`src/hw/rtl/c_source_noise_blanker_assert.svh`:
```
// Assertion macros for the C source noise blanker.
// Included by the modules that check their own logic; needs clk and rst_n in scope.
`ifndef C_SOURCE_NOISE_BLANKER_ASSERT_SVH
`define C_SOURCE_NOISE_BLANKER_ASSERT_SVH

// Same-cycle implication, disabled while reset is asserted.
`define CNB_ASSERT_IMPL(lbl, ante, cons, msg) \
    lbl: assert property (@(posedge clk) disable iff (!rst_n) (ante) |-> (cons)) \
        else $error(msg);

// Next-cycle implication, disabled while reset is asserted.
`define CNB_ASSERT_NEXT(lbl, ante, cons, msg) \
    lbl: assert property (@(posedge clk) disable iff (!rst_n) (ante) |=> (cons)) \
        else $error(msg);

`endif

```
`src/hw/rtl/cnb_pkg.sv`:
```
// Shared types and constants of the C source noise blanker.
// No dependencies; every other file but cnb_in_if and the assert macros imports this package.
`default_nettype none

package cnb_pkg;

    // Leading blank buffer and line counter sizes.
    localparam int INDENT_DEPTH = 32;
    localparam int IDX_W        = $clog2(INDENT_DEPTH);
    localparam int CNT_W        = $clog2(INDENT_DEPTH + 1);
    localparam int LINE_BITS    = 20;
    localparam logic [LINE_BITS-1:0] LINE_TOP = {LINE_BITS{1'b1}};

    // Command queue between the lexer and the line stage.
    localparam int QUEUE_DEPTH = 4;
    localparam int QPTR_W      = $clog2(QUEUE_DEPTH);
    localparam int QCNT_W      = $clog2(QUEUE_DEPTH + 1);

    // Character codes.
    localparam logic [7:0] CH_SLASH  = 8'h2F;
    localparam logic [7:0] CH_STAR   = 8'h2A;
    localparam logic [7:0] CH_HASH   = 8'h23;
    localparam logic [7:0] CH_NL     = 8'h0A;
    localparam logic [7:0] CH_SPACE  = 8'h20;
    localparam logic [7:0] CH_TAB    = 8'h09;
    localparam logic [7:0] CH_BSLASH = 8'h5C;
    localparam logic [7:0] CH_DQUOTE = 8'h22;
    localparam logic [7:0] CH_SQUOTE = 8'h27;

    // Lexer modes.
    typedef enum logic [2:0] {
        LEX_TEXT,
        LEX_LINECMT,
        LEX_BLOCK,
        LEX_STAR,
        LEX_STR,
        LEX_ESC
    } lex_mode_t;

    // Line stage sequencer states.
    typedef enum logic [1:0] {
        BK_IDLE,
        BK_RUN,
        BK_END,
        BK_FIN
    } back_state_t;

    // One classified input byte: up to two symbols for the line stage.
    typedef struct packed {
        logic [1:0]           n;
        logic [7:0]           sym0;
        logic [7:0]           sym1;
        logic                 last;
        logic                 open_cmt;
        logic [LINE_BITS-1:0] eline;
    } cmd_t;

endpackage

`default_nettype wire

```
`src/hw/rtl/cnb_in_if.sv`:
```
// Input channel of the noise blanker: one source byte per transfer.
// Standalone interface, no package dependency.
`default_nettype none

interface cnb_in_if;
    logic       valid;
    logic       ready;
    logic [7:0] in_byte;
    logic       end_of_text;

    modport source (output valid, in_byte, end_of_text, input ready);
    modport sink (input valid, in_byte, end_of_text, output ready);
endinterface

`default_nettype wire

```
`src/hw/rtl/cnb_out_if.sv`:
```
// Output channel of the noise blanker: one result per transfer.
// Depends on cnb_pkg for the line number width.
`default_nettype none

interface cnb_out_if;
    import cnb_pkg::*;

    logic                 valid;
    logic                 ready;
    logic [7:0]           out_byte;
    logic                 has_byte;
    logic                 run_end;
    logic                 open_comment_error;
    logic [LINE_BITS-1:0] error_line;

    modport source (output valid, out_byte, has_byte, run_end, open_comment_error,
                    error_line, input ready);
    modport sink (input valid, out_byte, has_byte, run_end, open_comment_error,
                  error_line, output ready);
endinterface

`default_nettype wire

```
`src/hw/rtl/cnb_front.sv`:
```
// Front end: accepts source bytes, runs the comment and literal lexer and
// turns each byte into a line stage command. Depends on cnb_pkg and cnb_in_if.
`default_nettype none

module cnb_front (
    input  wire logic   clk,
    input  wire logic   rst_n,
    cnb_in_if.sink      text_in,
    output cnb_pkg::cmd_t cmd,
    output logic        cmd_valid,
    input  wire logic   cmd_ready
);
    import cnb_pkg::*;

    lex_mode_t            mode_reg, mode_next;
    logic                 qs_reg, qs_next;
    logic                 held_reg, held_next;
    logic [LINE_BITS-1:0] line_reg, line_next;
    logic [LINE_BITS-1:0] start_reg, start_next;

    logic [7:0] c;
    logic       is_nl;
    logic       done;
    logic [1:0] n_v;
    logic [7:0] sym_v [2];
    logic       open_v;
    logic       accept;

    assign c      = text_in.in_byte;
    assign is_nl  = (c == CH_NL);
    assign accept = text_in.valid && cmd_ready;

    // The queue takes a command whenever it has room.
    assign text_in.ready = cmd_ready;

    // Lexer: next mode and the symbols handed to the line stage.
    always_comb
    begin
        mode_next  = mode_reg;
        qs_next    = qs_reg;
        held_next  = held_reg;
        line_next  = line_reg;
        start_next = start_reg;
        n_v        = 2'd0;
        sym_v[0]   = CH_SPACE;
        sym_v[1]   = CH_SPACE;
        done       = 1'b0;
        open_v     = 1'b0;

        case (mode_reg)
            LEX_LINECMT:
            begin
                if (is_nl)
                begin
                    sym_v[n_v[0]] = CH_NL;
                    mode_next     = LEX_TEXT;
                end
                else
                begin
                    sym_v[n_v[0]] = CH_SPACE;
                end
                n_v = n_v + 2'd1;
            end
            LEX_BLOCK, LEX_STAR:
            begin
                if (is_nl)
                begin
                    sym_v[n_v[0]] = CH_NL;
                    mode_next     = LEX_BLOCK;
                end
                else
                begin
                    sym_v[n_v[0]] = CH_SPACE;
                    if (c == CH_STAR)
                        mode_next = LEX_STAR;
                    else if (c == CH_SLASH && mode_reg == LEX_STAR)
                        mode_next = LEX_TEXT;
                    else
                        mode_next = LEX_BLOCK;
                end
                n_v = n_v + 2'd1;
            end
            LEX_STR:
            begin
                if (is_nl)
                begin
                    sym_v[n_v[0]] = CH_NL;
                end
                else if (c == CH_BSLASH)
                begin
                    sym_v[n_v[0]] = CH_SPACE;
                    mode_next     = LEX_ESC;
                end
                else if (c == (qs_reg ? CH_SQUOTE : CH_DQUOTE))
                begin
                    sym_v[n_v[0]] = c;
                    mode_next     = LEX_TEXT;
                end
                else
                begin
                    sym_v[n_v[0]] = CH_SPACE;
                end
                n_v = n_v + 2'd1;
            end
            LEX_ESC:
            begin
                sym_v[n_v[0]] = is_nl ? CH_NL : CH_SPACE;
                n_v           = n_v + 2'd1;
                mode_next     = LEX_STR;
            end
            default:
            begin
                mode_next = LEX_TEXT;
                // A held slash either opens a comment or goes out as itself.
                if (held_reg)
                begin
                    held_next = 1'b0;
                    if (c == CH_SLASH || c == CH_STAR)
                    begin
                        sym_v[0]  = CH_SPACE;
                        sym_v[1]  = CH_SPACE;
                        n_v       = 2'd2;
                        done      = 1'b1;
                        if (c == CH_SLASH)
                        begin
                            mode_next = LEX_LINECMT;
                        end
                        else
                        begin
                            mode_next  = LEX_BLOCK;
                            start_next = line_reg;
                        end
                    end
                    else
                    begin
                        sym_v[n_v[0]] = CH_SLASH;
                        n_v           = n_v + 2'd1;
                    end
                end
                if (!done)
                begin
                    if (c == CH_SLASH)
                    begin
                        held_next = 1'b1;
                    end
                    else if (c inside {CH_DQUOTE, CH_SQUOTE})
                    begin
                        qs_next       = (c == CH_SQUOTE);
                        sym_v[n_v[0]] = c;
                        n_v           = n_v + 2'd1;
                        mode_next     = LEX_STR;
                    end
                    else
                    begin
                        sym_v[n_v[0]] = c;
                        n_v           = n_v + 2'd1;
                    end
                end
            end
        endcase

        // Saturating line counter.
        if (is_nl && line_reg != LINE_TOP)
            line_next = line_reg + 1'b1;

        open_v = mode_next inside {LEX_BLOCK, LEX_STAR};

        // End of text: release a held slash and return to the reset state.
        if (text_in.end_of_text)
        begin
            if (held_next)
            begin
                sym_v[n_v[0]] = CH_SLASH;
                n_v           = n_v + 2'd1;
            end
            mode_next  = LEX_TEXT;
            qs_next    = 1'b0;
            held_next  = 1'b0;
            line_next  = LINE_BITS'(1);
            start_next = '0;
        end
    end

    // Command toward the line stage; bytes that give nothing are dropped.
    always_comb
    begin
        cmd.n        = n_v;
        cmd.sym0     = sym_v[0];
        cmd.sym1     = sym_v[1];
        cmd.last     = text_in.end_of_text;
        cmd.open_cmt = open_v;
        cmd.eline    = start_reg;
        if (mode_reg == LEX_TEXT && held_reg && c == CH_STAR)
            cmd.eline = line_reg;
        cmd_valid    = text_in.valid && (n_v != 2'd0 || text_in.end_of_text);
    end

    // Lexer state registers.
    always_ff @(posedge clk or negedge rst_n)
    begin
        if (!rst_n)
        begin
            mode_reg  <= LEX_TEXT;
            qs_reg    <= 1'b0;
            held_reg  <= 1'b0;
            line_reg  <= LINE_BITS'(1);
            start_reg <= '0;
        end
        else if (accept)
        begin
            mode_reg  <= mode_next;
            qs_reg    <= qs_next;
            held_reg  <= held_next;
            line_reg  <= line_next;
            start_reg <= start_next;
        end
    end

endmodule

`default_nettype wire

```
`src/hw/rtl/cnb_queue.sv`:
```
// Short command queue between the lexer and the line stage.
// Depends on cnb_pkg for the command type and depth.
`default_nettype none

module cnb_queue (
    input  wire logic          clk,
    input  wire logic          rst_n,
    input  wire cnb_pkg::cmd_t push_data,
    input  wire logic          push_valid,
    output logic               push_ready,
    output cnb_pkg::cmd_t      pop_data,
    output logic               pop_valid,
    input  wire logic          pop_ready
);
    import cnb_pkg::*;

    cmd_t              q_mem [QUEUE_DEPTH];
    logic [QPTR_W-1:0] wr_reg, wr_next;
    logic [QPTR_W-1:0] rd_reg, rd_next;
    logic [QCNT_W-1:0] cnt_reg, cnt_next;
    logic              do_push, do_pop;

    assign push_ready = (cnt_reg != QCNT_W'(QUEUE_DEPTH));
    assign pop_valid  = (cnt_reg != '0);
    assign pop_data   = q_mem[rd_reg];
    assign do_push    = push_valid && push_ready;
    assign do_pop     = pop_valid && pop_ready;

    // Pointer and fill count update.
    always_comb
    begin
        wr_next  = do_push ? wr_reg + 1'b1 : wr_reg;
        rd_next  = do_pop ? rd_reg + 1'b1 : rd_reg;
        cnt_next = cnt_reg;
        if (do_push && !do_pop)
            cnt_next = cnt_reg + 1'b1;
        else if (do_pop && !do_push)
            cnt_next = cnt_reg - 1'b1;
    end

    always_ff @(posedge clk or negedge rst_n)
    begin
        if (!rst_n)
        begin
            wr_reg  <= '0;
            rd_reg  <= '0;
            cnt_reg <= '0;
        end
        else
        begin
            wr_reg  <= wr_next;
            rd_reg  <= rd_next;
            cnt_reg <= cnt_next;
        end
    end

    // Storage holds payload only.
    always_ff @(posedge clk)
    begin
        if (do_push)
            q_mem[wr_reg] <= push_data;
    end

endmodule

`default_nettype wire

```
`src/hw/rtl/cnb_back.sv`:
```
// Back end: line stage that buffers leading blanks, blanks directive lines
// and sends results one per transfer. Depends on cnb_pkg, cnb_out_if and the assert macros.
`default_nettype none
`include "c_source_noise_blanker_assert.svh"

module cnb_back (
    input  wire logic          clk,
    input  wire logic          rst_n,
    input  wire cnb_pkg::cmd_t cmd,
    input  wire logic          cmd_valid,
    output logic               cmd_ready,
    cnb_out_if.source          text_out
);
    import cnb_pkg::*;

    back_state_t          st_reg, st_next;
    cmd_t                 cur_reg, cur_next;
    logic                 idx_reg, idx_next;
    logic [CNT_W-1:0]     fptr_reg, fptr_next;
    logic [CNT_W-1:0]     cnt_reg, cnt_next;
    logic                 lead_reg, lead_next;
    logic                 dir_reg, dir_next;
    logic [INDENT_DEPTH-1:0] tab_reg;
    logic                 pend_valid_reg, pend_valid_next;
    logic [7:0]           pend_byte_reg, pend_byte_next;

    logic                 ov_reg, ov_next;
    logic [7:0]           ob_reg, ob_next;
    logic                 oh_reg, oh_next;
    logic                 ore_reg, ore_next;
    logic                 oerr_reg, oerr_next;
    logic [LINE_BITS-1:0] oline_reg, oline_next;

    logic       out_free;
    logic [7:0] sym;
    logic       s_blank;
    logic       act_store, act_flush, act_fspace;
    logic [7:0] emit_byte;
    logic       as_space;
    logic [7:0] blank_byte;
    logic       produce;
    logic [7:0] prod_byte;
    logic       fin_push;
    logic       tab_we;

    assign out_free = !ov_reg || text_out.ready;
    assign sym      = idx_reg ? cur_reg.sym1 : cur_reg.sym0;
    assign s_blank  = (sym == CH_SPACE) || (sym == CH_TAB);

    // Classify the current symbol against the line state.
    always_comb
    begin
        act_store  = 1'b0;
        act_flush  = 1'b0;
        act_fspace = 1'b0;
        emit_byte  = sym;
        if (sym == CH_NL)
        begin
            act_flush = 1'b1;
        end
        else if (dir_reg)
        begin
            emit_byte = CH_SPACE;
        end
        else if (lead_reg && s_blank && cnt_reg < CNT_W'(INDENT_DEPTH))
        begin
            act_store = 1'b1;
        end
        else if (lead_reg && sym == CH_HASH)
        begin
            act_flush  = 1'b1;
            act_fspace = 1'b1;
            emit_byte  = CH_SPACE;
        end
        else if (lead_reg)
        begin
            act_flush = 1'b1;
        end
    end

    // Replayed blank at the flush pointer.
    assign as_space   = (st_reg == BK_RUN) && act_fspace;
    assign blank_byte = (as_space || !tab_reg[fptr_reg[IDX_W-1:0]]) ? CH_SPACE : CH_TAB;

    // Line stage sequencer.
    always_comb
    begin
        st_next   = st_reg;
        cur_next  = cur_reg;
        idx_next  = idx_reg;
        fptr_next = fptr_reg;
        cnt_next  = cnt_reg;
        lead_next = lead_reg;
        dir_next  = dir_reg;
        cmd_ready = 1'b0;
        produce   = 1'b0;
        prod_byte = CH_SPACE;
        fin_push  = 1'b0;
        tab_we    = 1'b0;

        case (st_reg)
            BK_RUN:
            begin
                if (out_free)
                begin
                    if (act_store)
                    begin
                        tab_we   = 1'b1;
                        cnt_next = cnt_reg + 1'b1;
                    end
                    else if (act_flush && fptr_reg < cnt_reg)
                    begin
                        produce   = 1'b1;
                        prod_byte = blank_byte;
                        fptr_next = fptr_reg + 1'b1;
                    end
                    else
                    begin
                        produce   = 1'b1;
                        prod_byte = emit_byte;
                        fptr_next = '0;
                        if (act_flush)
                            cnt_next = '0;
                        if (sym == CH_NL)
                        begin
                            lead_next = 1'b1;
                            dir_next  = 1'b0;
                        end
                        else if (lead_reg && !dir_reg && sym == CH_HASH)
                        begin
                            lead_next = 1'b0;
                            dir_next  = 1'b1;
                        end
                        else if (lead_reg && !dir_reg && !s_blank)
                        begin
                            lead_next = 1'b0;
                        end
                    end
                    // Step to the second symbol or to the end of the command.
                    if (!(act_flush && fptr_reg < cnt_reg))
                    begin
                        if (!idx_reg && cur_reg.n == 2'd2)
                            idx_next = 1'b1;
                        else
                            st_next = BK_END;
                    end
                end
            end
            BK_END:
            begin
                if (out_free)
                begin
                    if (cur_reg.last && fptr_reg < cnt_reg)
                    begin
                        produce   = 1'b1;
                        prod_byte = blank_byte;
                        fptr_next = fptr_reg + 1'b1;
                    end
                    else
                    begin
                        st_next = BK_FIN;
                    end
                end
            end
            BK_FIN:
            begin
                if (out_free)
                begin
                    fin_push = pend_valid_reg || cur_reg.last;
                    if (cur_reg.last)
                    begin
                        lead_next = 1'b1;
                        dir_next  = 1'b0;
                        cnt_next  = '0;
                        fptr_next = '0;
                    end
                    cmd_ready = 1'b1;
                    st_next   = BK_IDLE;
                    if (cmd_valid)
                    begin
                        cur_next  = cmd;
                        idx_next  = 1'b0;
                        fptr_next = '0;
                        st_next   = (cmd.n == 2'd0) ? BK_END : BK_RUN;
                    end
                end
            end
            default:
            begin
                cmd_ready = 1'b1;
                if (cmd_valid)
                begin
                    cur_next  = cmd;
                    idx_next  = 1'b0;
                    fptr_next = '0;
                    st_next   = (cmd.n == 2'd0) ? BK_END : BK_RUN;
                end
            end
        endcase
    end

    // Pending result and output register: a result goes out once the next one,
    // or the end of its command, is known.
    always_comb
    begin
        pend_valid_next = pend_valid_reg;
        pend_byte_next  = pend_byte_reg;
        ov_next         = ov_reg;
        ob_next         = ob_reg;
        oh_next         = oh_reg;
        ore_next        = ore_reg;
        oerr_next       = oerr_reg;
        oline_next      = oline_reg;
        if (out_free)
        begin
            ov_next = 1'b0;
            if (produce)
            begin
                pend_valid_next = 1'b1;
                pend_byte_next  = prod_byte;
                if (pend_valid_reg)
                begin
                    ov_next    = 1'b1;
                    ob_next    = pend_byte_reg;
                    oh_next    = 1'b1;
                    ore_next   = 1'b0;
                    oerr_next  = 1'b0;
                    oline_next = '0;
                end
            end
            else if (st_reg == BK_FIN)
            begin
                pend_valid_next = 1'b0;
                if (fin_push)
                begin
                    ov_next    = 1'b1;
                    ob_next    = pend_valid_reg ? pend_byte_reg : 8'h00;
                    oh_next    = pend_valid_reg;
                    ore_next   = 1'b1;
                    oerr_next  = cur_reg.last && cur_reg.open_cmt;
                    oline_next = (cur_reg.last && cur_reg.open_cmt) ? cur_reg.eline : '0;
                end
            end
        end
    end

    // Control registers.
    always_ff @(posedge clk or negedge rst_n)
    begin
        if (!rst_n)
        begin
            st_reg         <= BK_IDLE;
            idx_reg        <= 1'b0;
            fptr_reg       <= '0;
            cnt_reg        <= '0;
            lead_reg       <= 1'b1;
            dir_reg        <= 1'b0;
            pend_valid_reg <= 1'b0;
            ov_reg         <= 1'b0;
        end
        else
        begin
            st_reg         <= st_next;
            idx_reg        <= idx_next;
            fptr_reg       <= fptr_next;
            cnt_reg        <= cnt_next;
            lead_reg       <= lead_next;
            dir_reg        <= dir_next;
            pend_valid_reg <= pend_valid_next;
            ov_reg         <= ov_next;
        end
    end

    // Payload registers.
    always_ff @(posedge clk)
    begin
        cur_reg       <= cur_next;
        pend_byte_reg <= pend_byte_next;
        ob_reg        <= ob_next;
        oh_reg        <= oh_next;
        ore_reg       <= ore_next;
        oerr_reg      <= oerr_next;
        oline_reg     <= oline_next;
    end

    // Leading blank buffer: one bit per blank, set for a tab.
    always_ff @(posedge clk)
    begin
        if (tab_we)
            tab_reg[cnt_reg[IDX_W-1:0]] <= (sym == CH_TAB);
    end

    // Output channel.
    assign text_out.valid              = ov_reg;
    assign text_out.out_byte           = ob_reg;
    assign text_out.has_byte           = oh_reg;
    assign text_out.run_end            = ore_reg;
    assign text_out.open_comment_error = oerr_reg;
    assign text_out.error_line         = oline_reg;

    // Checks on the line stage bookkeeping and result framing.
    `CNB_ASSERT_IMPL(a_cnt_bound, 1'b1, cnt_reg <= CNT_W'(INDENT_DEPTH), "blank count overflow")
    `CNB_ASSERT_IMPL(a_fptr_bound, 1'b1, fptr_reg <= cnt_reg, "flush pointer past blank count")
    `CNB_ASSERT_IMPL(a_dir_empty, dir_reg, cnt_reg == '0, "blanks buffered on directive line")
    `CNB_ASSERT_IMPL(a_err_last, ov_reg && oerr_reg, ore_reg, "comment error not on last result")
    `CNB_ASSERT_IMPL(a_empty_last, ov_reg && !oh_reg, ore_reg, "byteless result not last")

endmodule

`default_nettype wire

```
`src/hw/rtl/c_source_noise_blanker.sv`:
```
// Throughput: the lexer takes one byte per cycle into a four-entry command queue while the queue
// has room; the line stage takes one command at a time, steps through its symbols, replays buffered
// blanks and passes its end and finish states, holding whenever the output is stalled.
// Reset: asynchronous, active low; clears lexer, queue, line state and output valid.
// End of text returns the lexer and line state to their reset values for the next text.
`default_nettype none

module c_source_noise_blanker (
    input  wire logic clk,
    input  wire logic rst_n,
    cnb_in_if.sink    text_in,
    cnb_out_if.source text_out
);
    import cnb_pkg::*;

    cmd_t front_cmd;
    logic front_valid;
    logic front_ready;
    cmd_t back_cmd;
    logic back_valid;
    logic back_ready;

    // Lexer and command classification.
    cnb_front u_front (
        .clk       (clk),
        .rst_n     (rst_n),
        .text_in   (text_in),
        .cmd       (front_cmd),
        .cmd_valid (front_valid),
        .cmd_ready (front_ready)
    );

    // Decoupling queue.
    cnb_queue u_queue (
        .clk        (clk),
        .rst_n      (rst_n),
        .push_data  (front_cmd),
        .push_valid (front_valid),
        .push_ready (front_ready),
        .pop_data   (back_cmd),
        .pop_valid  (back_valid),
        .pop_ready  (back_ready)
    );

    // Line stage and result output.
    cnb_back u_back (
        .clk       (clk),
        .rst_n     (rst_n),
        .cmd       (back_cmd),
        .cmd_valid (back_valid),
        .cmd_ready (back_ready),
        .text_out  (text_out)
    );

endmodule

`default_nettype wire

```
`src/flat_wrapper.sv`:
```
// flat-port wrapper written by rule: the top's interface ports become plain ports
module c_source_noise_blanker_flat import cnb_pkg::*;
  (clk, rst_n, text_in_valid, text_in_in_byte, text_in_end_of_text, text_in_ready, text_out_valid, text_out_out_byte, text_out_has_byte, text_out_run_end, text_out_open_comment_error, text_out_error_line, text_out_ready);
  cnb_in_if text_in_i ();
  cnb_out_if text_out_i ();
  input  wire logic clk;
  input  wire logic rst_n;
  input wire logic [$bits(text_in_i.valid)-1:0] text_in_valid;
  input wire logic [$bits(text_in_i.in_byte)-1:0] text_in_in_byte;
  input wire logic [$bits(text_in_i.end_of_text)-1:0] text_in_end_of_text;
  output wire logic [$bits(text_in_i.ready)-1:0] text_in_ready;
  output wire logic [$bits(text_out_i.valid)-1:0] text_out_valid;
  output wire logic [$bits(text_out_i.out_byte)-1:0] text_out_out_byte;
  output wire logic [$bits(text_out_i.has_byte)-1:0] text_out_has_byte;
  output wire logic [$bits(text_out_i.run_end)-1:0] text_out_run_end;
  output wire logic [$bits(text_out_i.open_comment_error)-1:0] text_out_open_comment_error;
  output wire logic [$bits(text_out_i.error_line)-1:0] text_out_error_line;
  input wire logic [$bits(text_out_i.ready)-1:0] text_out_ready;
  assign text_in_i.valid = text_in_valid;
  assign text_in_i.in_byte = text_in_in_byte;
  assign text_in_i.end_of_text = text_in_end_of_text;
  assign text_in_ready = text_in_i.ready;
  assign text_out_valid = text_out_i.valid;
  assign text_out_out_byte = text_out_i.out_byte;
  assign text_out_has_byte = text_out_i.has_byte;
  assign text_out_run_end = text_out_i.run_end;
  assign text_out_open_comment_error = text_out_i.open_comment_error;
  assign text_out_error_line = text_out_i.error_line;
  assign text_out_i.ready = text_out_ready;
  c_source_noise_blanker u_core (.clk(clk), .rst_n(rst_n), .text_in(text_in_i), .text_out(text_out_i));
endmodule
```
`config.mk`:
```
export PLATFORM = sky130hd
export DESIGN_NAME = c_source_noise_blanker_flat
export DESIGN_NICKNAME = d
export VERILOG_FILES = /design/src/hw/rtl/cnb_pkg.sv /design/src/hw/rtl/cnb_in_if.sv /design/src/hw/rtl/cnb_out_if.sv /design/src/hw/rtl/cnb_front.sv /design/src/hw/rtl/cnb_queue.sv /design/src/hw/rtl/cnb_back.sv /design/src/hw/rtl/c_source_noise_blanker.sv /design/src/flat_wrapper.sv
export VERILOG_INCLUDE_DIRS = /design/src /design/src/hw/rtl
export SDC_FILE = /design/constraint.sdc
export NUM_CORES = 1
export LEC_CHECK = 0
export BUFFER_PORTS_ARGS = -buffer_cell sky130_fd_sc_hd__buf_2
export CORE_MARGIN = 5
export CORE_UTILIZATION = 35
export DETAILED_ROUTE_END_ITERATION = 8
export PLACE_DENSITY = 0.54
export SLEW_MARGIN = 20
export SYNTH_ARGS = -nofsm -noshare
export SYNTH_HDL_FRONTEND = slang
export SYNTH_SLANG_ARGS = --single-unit
```
`constraint.sdc`:
```
create_clock -name clk -period 14.2 [get_ports clk]
set_clock_uncertainty 0.15 [all_clocks]
set_input_delay 2.84 -clock clk [delete_from_list [all_inputs] [get_ports clk]]
set_output_delay 2.84 -clock clk [all_outputs]
set_load 0.03 [all_outputs]
```
# Yosys cells after proc, flatten, opt, wreduce, memory -nomap -nowiden
# Memory sizes are Yosys's and may differ from the RTL's.
# Index checks and enable logic that the tools add are counted.
[word_totals]
register_bits = 182
ramBits = 160
in_bits = 13
out_inout_bits = 33
elab_cells = 351
mem_count = 1
[mem_list]
columns = ["name", "words", "width", "read_ports", "rd_clocked_by_memory_dff", "wr", "line_no", "text"]
rows = [
  ["u_core.u_queue.q_mem", 4, 40, 1, 0, 1, "cnb_queue.sv:17", "cmd_t q_mem [QUEUE_DEPTH];"],
]
[classes]
n_addsub = 9
magnitude_cmp = 9
n_eq_ne = 43
muxes = 184
bitwise = 7
reduce_logical = 69
[op_table]
columns = ["op", "n"]
rows = [
  ["$mux 20", 13],
  ["$mux 8", 18],
  ["$mux 6", 17],
  ["$mux 16", 5],
  ["$mux 40", 2],
  ["$pmux 40 s2", 1],
  ["$mux 1", 75],
  ["$eq 8x6->1 const B", 6],
  ["$mux 2", 23],
  ["$mux 3", 11],
  ["$bwmux 32", 1],
  ["$pmux 8 s2", 2],
  ["$reduce_and 7->1", 4],
  ["$eq 8x4->1 const B", 3],
  ["$logic_and 1x1->1", 24],
  ["$ne 2x2->1 const B", 12],
  ["$reduce_bool 2->1", 11],
  ["$add 20x1->20 const B", 1],
  ["$ne 20x20->1 const B", 1],
  ["$pmux 6 s3", 1],
  ["$bwmux 16", 1],
  ["$demux 8 s1", 2],
  ["$reduce_and 5->1", 3],
  ["$add 6x1->6 const B", 2],
  ["47 further kinds", 82],
]

# Longest topological paths before layout
[logic_depth]
word_depth = 20
ltp_mapped = 12
ltp_nobuf = 11

# Modules after synthesis
# Synthesis repeated with hierarchy kept, for this count alone.
[hier_totals]
cells_unflattened = 1122
area_unflattened_um2 = 15813.9
[by_module_without_submodules]
columns = ["module", "n_inst", "cells_each", "area_per_inst_um2", "seq_area_each_um2"]
rows = [
  ["cnb_queue", 1, 245, 6234.7, 4979.8],
  ["cnb_back", 1, 476, 6100.9, 3809.9],
  ["cnb_front", 1, 401, 3478.3, 1127.3],
]

# Least setup slack after synthesis
# No wires, ideal clock.
[synth_timing]
path_kind = "input to register"
start = "in text_out_ready"
end = "reg u_core.u_back.oline_reg[0] (netlist: u_core.u_back.text_out.error_line[0]) (enable)"
setup_ns = 0.467
arrival_ns = 5.403
required_ns = 13.583
path_slack_ns = 8.180
stages = 3
path_buffers = 1
path_cell_list = "nor2b_1 -> clkbuf_1 -> a211oi_1"
[synth_between]
elab_chain_len = 5
word_cells_on_any_way = 10
classes_between = "eq/ne (1); mux (5); reduce/logical (4)"
[synth_lines]
columns = ["element", "line_no", "text"]
rows = [
  ["start: declaration", "flat_wrapper.sv:18", "input wire logic [$bits(text_out_i.ready)-1:0] text_out_ready;"],
  ["$logic_or 1x1->1 (*)", "cnb_back.sv:46", "assign out_free = !ov_reg || text_out.ready;"],
  ["$mux 1 (on tied branches)", "cnb_back.sv:151, cnb_back.sv:104, cnb_back.sv:167", ""],
  ["$pmux 1 s2 / $mux 1 (equally long branches)", "cnb_back.sv:101", "case (st_reg)"],
  ["$ne 2x2->1 (no source line) / $reduce_bool 2->1 (equally long branches)", "--", ""],
  ["$reduce_and 4->1 (no source line) (*)", "--", ""],
  ["end signal: assignment", "cnb_back.sv:283", "oline_reg <= oline_next;"],
  ["end: declaration", "cnb_back.sv:32", "logic [LINE_BITS-1:0] oline_reg, oline_next;"],
]
# Mark *: on every way between the ends. The rest lies on a longest branch, timed or not.
# A chain may end at the register's enable or synchronous reset.

# Worst setup path in the final report
[layout_timing]
start = "in text_in_end_of_text"
end = "reg u_core.u_queue.cnt_reg[2]"
[layout_between]
elab_chain_len = 8
word_cells_on_any_way = 10
classes_between = "mux (2); reduce/logical (8)"
[layout_lines]
columns = ["element", "line_no", "text"]
rows = [
  ["start: declaration", "flat_wrapper.sv:10", "input wire logic [$bits(text_in_i.end_of_text)-1:0] text_in_end_of_text;"],
  ["$mux 2", "cnb_front.sv:169", "if (text_in.end_of_text)"],
  ["$reduce_bool 2->1", "cnb_front.sv:195", "cmd_valid = text_in.valid && (n_v != 2'd0 || text_in.end_of_text);"],
  ["$logic_or 1x1->1 (*)", "cnb_front.sv:195", ""],
  ["$logic_and 1x1->1 (*)", "cnb_front.sv:195", ""],
  ["$logic_and 1x1->1 (*)", "cnb_queue.sv:26", "assign do_push = push_valid && push_ready;"],
  ["net u_core.u_queue.do_push", "cnb_queue.sv:21", "logic do_push, do_pop;"],
  ["$logic_not 1->1", "cnb_queue.sv:37", "else if (do_pop && !do_push)"],
  ["$logic_and 1x1->1", "cnb_queue.sv:37", ""],
  ["$reduce_bool 2->1 (no source line)", "--", ""],
  ["end signal: assignment", "cnb_queue.sv:53", "cnt_reg <= cnt_next;"],
  ["end: declaration", "cnb_queue.sv:20", "logic [QCNT_W-1:0] cnt_reg, cnt_next;"],
]
# Mark *: on every way through the listed nets, which the timed path passes. The rest lies on a longest branch.

==> impl_metrics.toml <==
[global_routing]
grt_pass1_wl_um = 49300
globalRouteOverflowTotal = 0
grt_pass1_vias = 8464
antenna_found_initial = 0
grt_util_all_layers = 0.133
grt_max_degree = 63

[die]
core_area_um2 = 41900
num_rows = 75
ios = 46
die_h_um = 216
dieArea_um2 = 46600
start_util = 0.354
die_w_um = 216

[detailed_routing]
drt-pass1-iter-count = 5
routed_wl_um = 31100
postRouteAntennaNets = 0
drc = 0
wl_per_cell_um = 18.8
via_per_inst = 5.24
drt_iter0_markers = 718
routed-via-count = 8663

[final_layout]
ff_latch_area_um2 = 9920
n_antenna_cell = 0
largest_reg_flops = 160
layout.nets = 1121
drive_gt1_frac = 0.177
fillCellCount = 3855
final_cell_mix = "edfxtp_1, nor2_1, nand2_1, dfrtp_1, o21ai_0"
final_util = 0.403
area_delta_synth_final_pct = 14.0
final_area_um2 = 16900
multi_input_area_um2 = 4590
final_common_cell = "edfxtp_1"

[logic_synthesis]
ys_ff_latch = 342
synth_top_family_by_area = "simple AND/OR/NAND/NOR gates"
synth_cells = 1037
ys_seq_area_frac = 0.668
synth_area_um2 = 14800
synth_area_leader_cell = "edfxtp_1"
synth_edf_count = 271
synthAdderAreaFrac = 0.0199
synthMuxAreaShare = 0.0849
synth_compound_area_frac = 0.0824
synth_top_area_share = 0.548
syn_nets = 1073
yosys.cell_types.count = 81
synthTopCellsByArea = "edfxtp_1, dfrtp_1, mux4_2"
async_reset_ff_frac = 0.208
synth_flop_cell = "edfxtp_1"
synth_area_per_cell_um2 = 14.3
yosysWarnings = 0
yosys.area_share.simple = 0.107
synthXorXnorAreaFrac = 0.0136

[clocking]
post_cts_buffers = 0
clock-sinks = 342
clk-insertion-delay-late_ps = 550
postCtsHoldBufs = 0
cts_tree = "built"
clk_pin_slew_worst_paths_ps = 60
ctsResizeCount = 0
htree_levels = 2
cts_buffers = 38
root_buffer = "clkbuf_16"
clockBufferDepth = 3

[hold_path]
hp-class = "flop to flop"
hold_path_startpoint = "u_core.u_front.start_reg[1]"
hold-path-endpoint = "u_core.u_front.start_reg[1]"
holdPathStages = 2

[setup_path]
cp_max_fo = 33
endpoint_kind = "flop"
reg2reg_setup_slack_ps = 10660
reg2reg_from = "u_core.u_back.cnt_reg[2]"
rr_endpoint = "u_core.u_back.text_out.error_line[13]"
start_kind = "input pin"
crit_required_ps = 14510
r2r_cells = 9
cp_data_arrival_time_ps = 5600
critPathKind = "input pin to flop"

[timing]
tightest_slew_ps = 942
finalSetupTns_ps = 0
worst_slew_margin_rel = 0.366
hold_ws_ps = 357
timing.final.max_slew_violations = 0
setup_slack_ps = 8910
max_freq_mhz = 189
setup_viol = 0
final_hold_viol_count = 0
min_period_ps = 5290
grt_setup_unrepaired = "no"
timing.final.crit_share = 0.373

[placement]
gp_congestion = 0.832
port_buffers = 45
place_ws_ps = 8310
postPlaceCellArea_um2 = 15700
dp_hpwl_um = 20100

[power_and_ir_drop]
p_per_area_nw_per_um2 = 205
worst_ir_drop_vdd_mv = 0.0973
leakagePower_uw = 0.00594

[outcome]
outcome = "complete, no violations"

[run]
maxCapViolations = 0
==> cell type report <==
class | instances | share of cell area
clock buffers | 47 | 0.0600
clock inverters | 22 | 0.0135
inverters | 45 | 0.00998
multi-input cells | 600 | 0.271
flip-flops and latches | 342 | 0.586
well taps | 539 | 0.0399
repair buffers | 58 | 0.0192
==> synthesized netlist by cell type, types with 3 or more instances <==
cell,instances
ha_1,22
inv_1,44
and3b_1,3
o21a_1,4
mux4_2,48
nor2b_1,11
and2_1,39
a21oi_1,23
or2b_2,5
a21o_1,4
nand3_1,25
nand2b_1,10
a2111oi_0,3
xnor2_1,19
nand4_1,11
mux2i_1,13
xor2_1,4
and3_1,7
buf_1,5
edfxtp_1,271
o21ai_0,65
mux2_2,3
o22ai_1,6
dfrtp_1,69
nor2_1,80
a41oi_1,3
nor3_1,17
o2111ai_1,5
clkbuf_1,44
nor3b_1,3
a31oi_1,8
and4_1,4
a22oi_1,3
nor4_1,5
o41ai_1,19
o211ai_1,4
nand2_1,68
or3_1,5
==> worst max-delay path, stage by stage <==
cell and delay [ps]:
buf_2 530, clkinv_1 460, a21oi_1 610, ha_1 290, inv_1 70, fa_1 370, xor2_1 170, nor2_1 110
xor2_1 150
==> how the worst max path moves through the flow <==
stage                                    from                                    to  slack, ps  cells past startpoint
after CTS                 text_in_end_of_text             u_core.u_queue.cnt_reg[2]       8870                      9
final                     text_in_end_of_text             u_core.u_queue.cnt_reg[2]       8910                      9
after global routing      text_in_end_of_text             u_core.u_queue.cnt_reg[2]       8680                      9
after floorplan                text_out_ready  u_core.u_back.text_out.error_line[0]       8180                      3
after global placement    text_in_end_of_text             u_core.u_queue.cnt_reg[2]       8400                      9
after detailed placement  text_in_end_of_text             u_core.u_queue.cnt_reg[2]       8310                      9
==> power breakdown <==
part	internal, uW	leakage, uW	switching (uW)	total [uW]
sequential	1430	0.00351	96.8	1530
clock	585	0.000608	398	983
combinational	335	0.00181	615	950
total	2350	0.00594	1110	3460
==> stage by stage <==
stage | std cells | total power [uW]
4_1_cts | 1653 | 3510
3_3_place_gp | 1584 | 2500
3_5_place_dp | 1584 | 2520
2_1_floorplan | 1037 | 2210
5_1_grt | 1653 | 3650
6_report | 1653 | 3460
==> per-layer routing <==
metal | global-route usage | part of all wire | routed length [um] | vias up
met2 | 0.186 | 0.42 | 13100 | 208
met3 | 0.0304 | 0.050 | 1560 | 42
met1 | 0.209 | 0.51 | 15900 | 4359
met5 | 0 | 0 | 0 | -
met4 | 0.0326 | 0.017 | 516 | 0
li1 | - | - | - | 4054
==> cell families (layout without fill, tap and decap cells) <==
kind of cell	after synthesis	in the layout
adders and majority gates	23	23
muxes	65	65
DFF	342	342
AOI/OAI and AO/OA	180	180
xor gates and xnor gates	23	23
and+or+nand+nor	309	309
buffers and inverters	95	172
(Power assumes the default switching activity.)
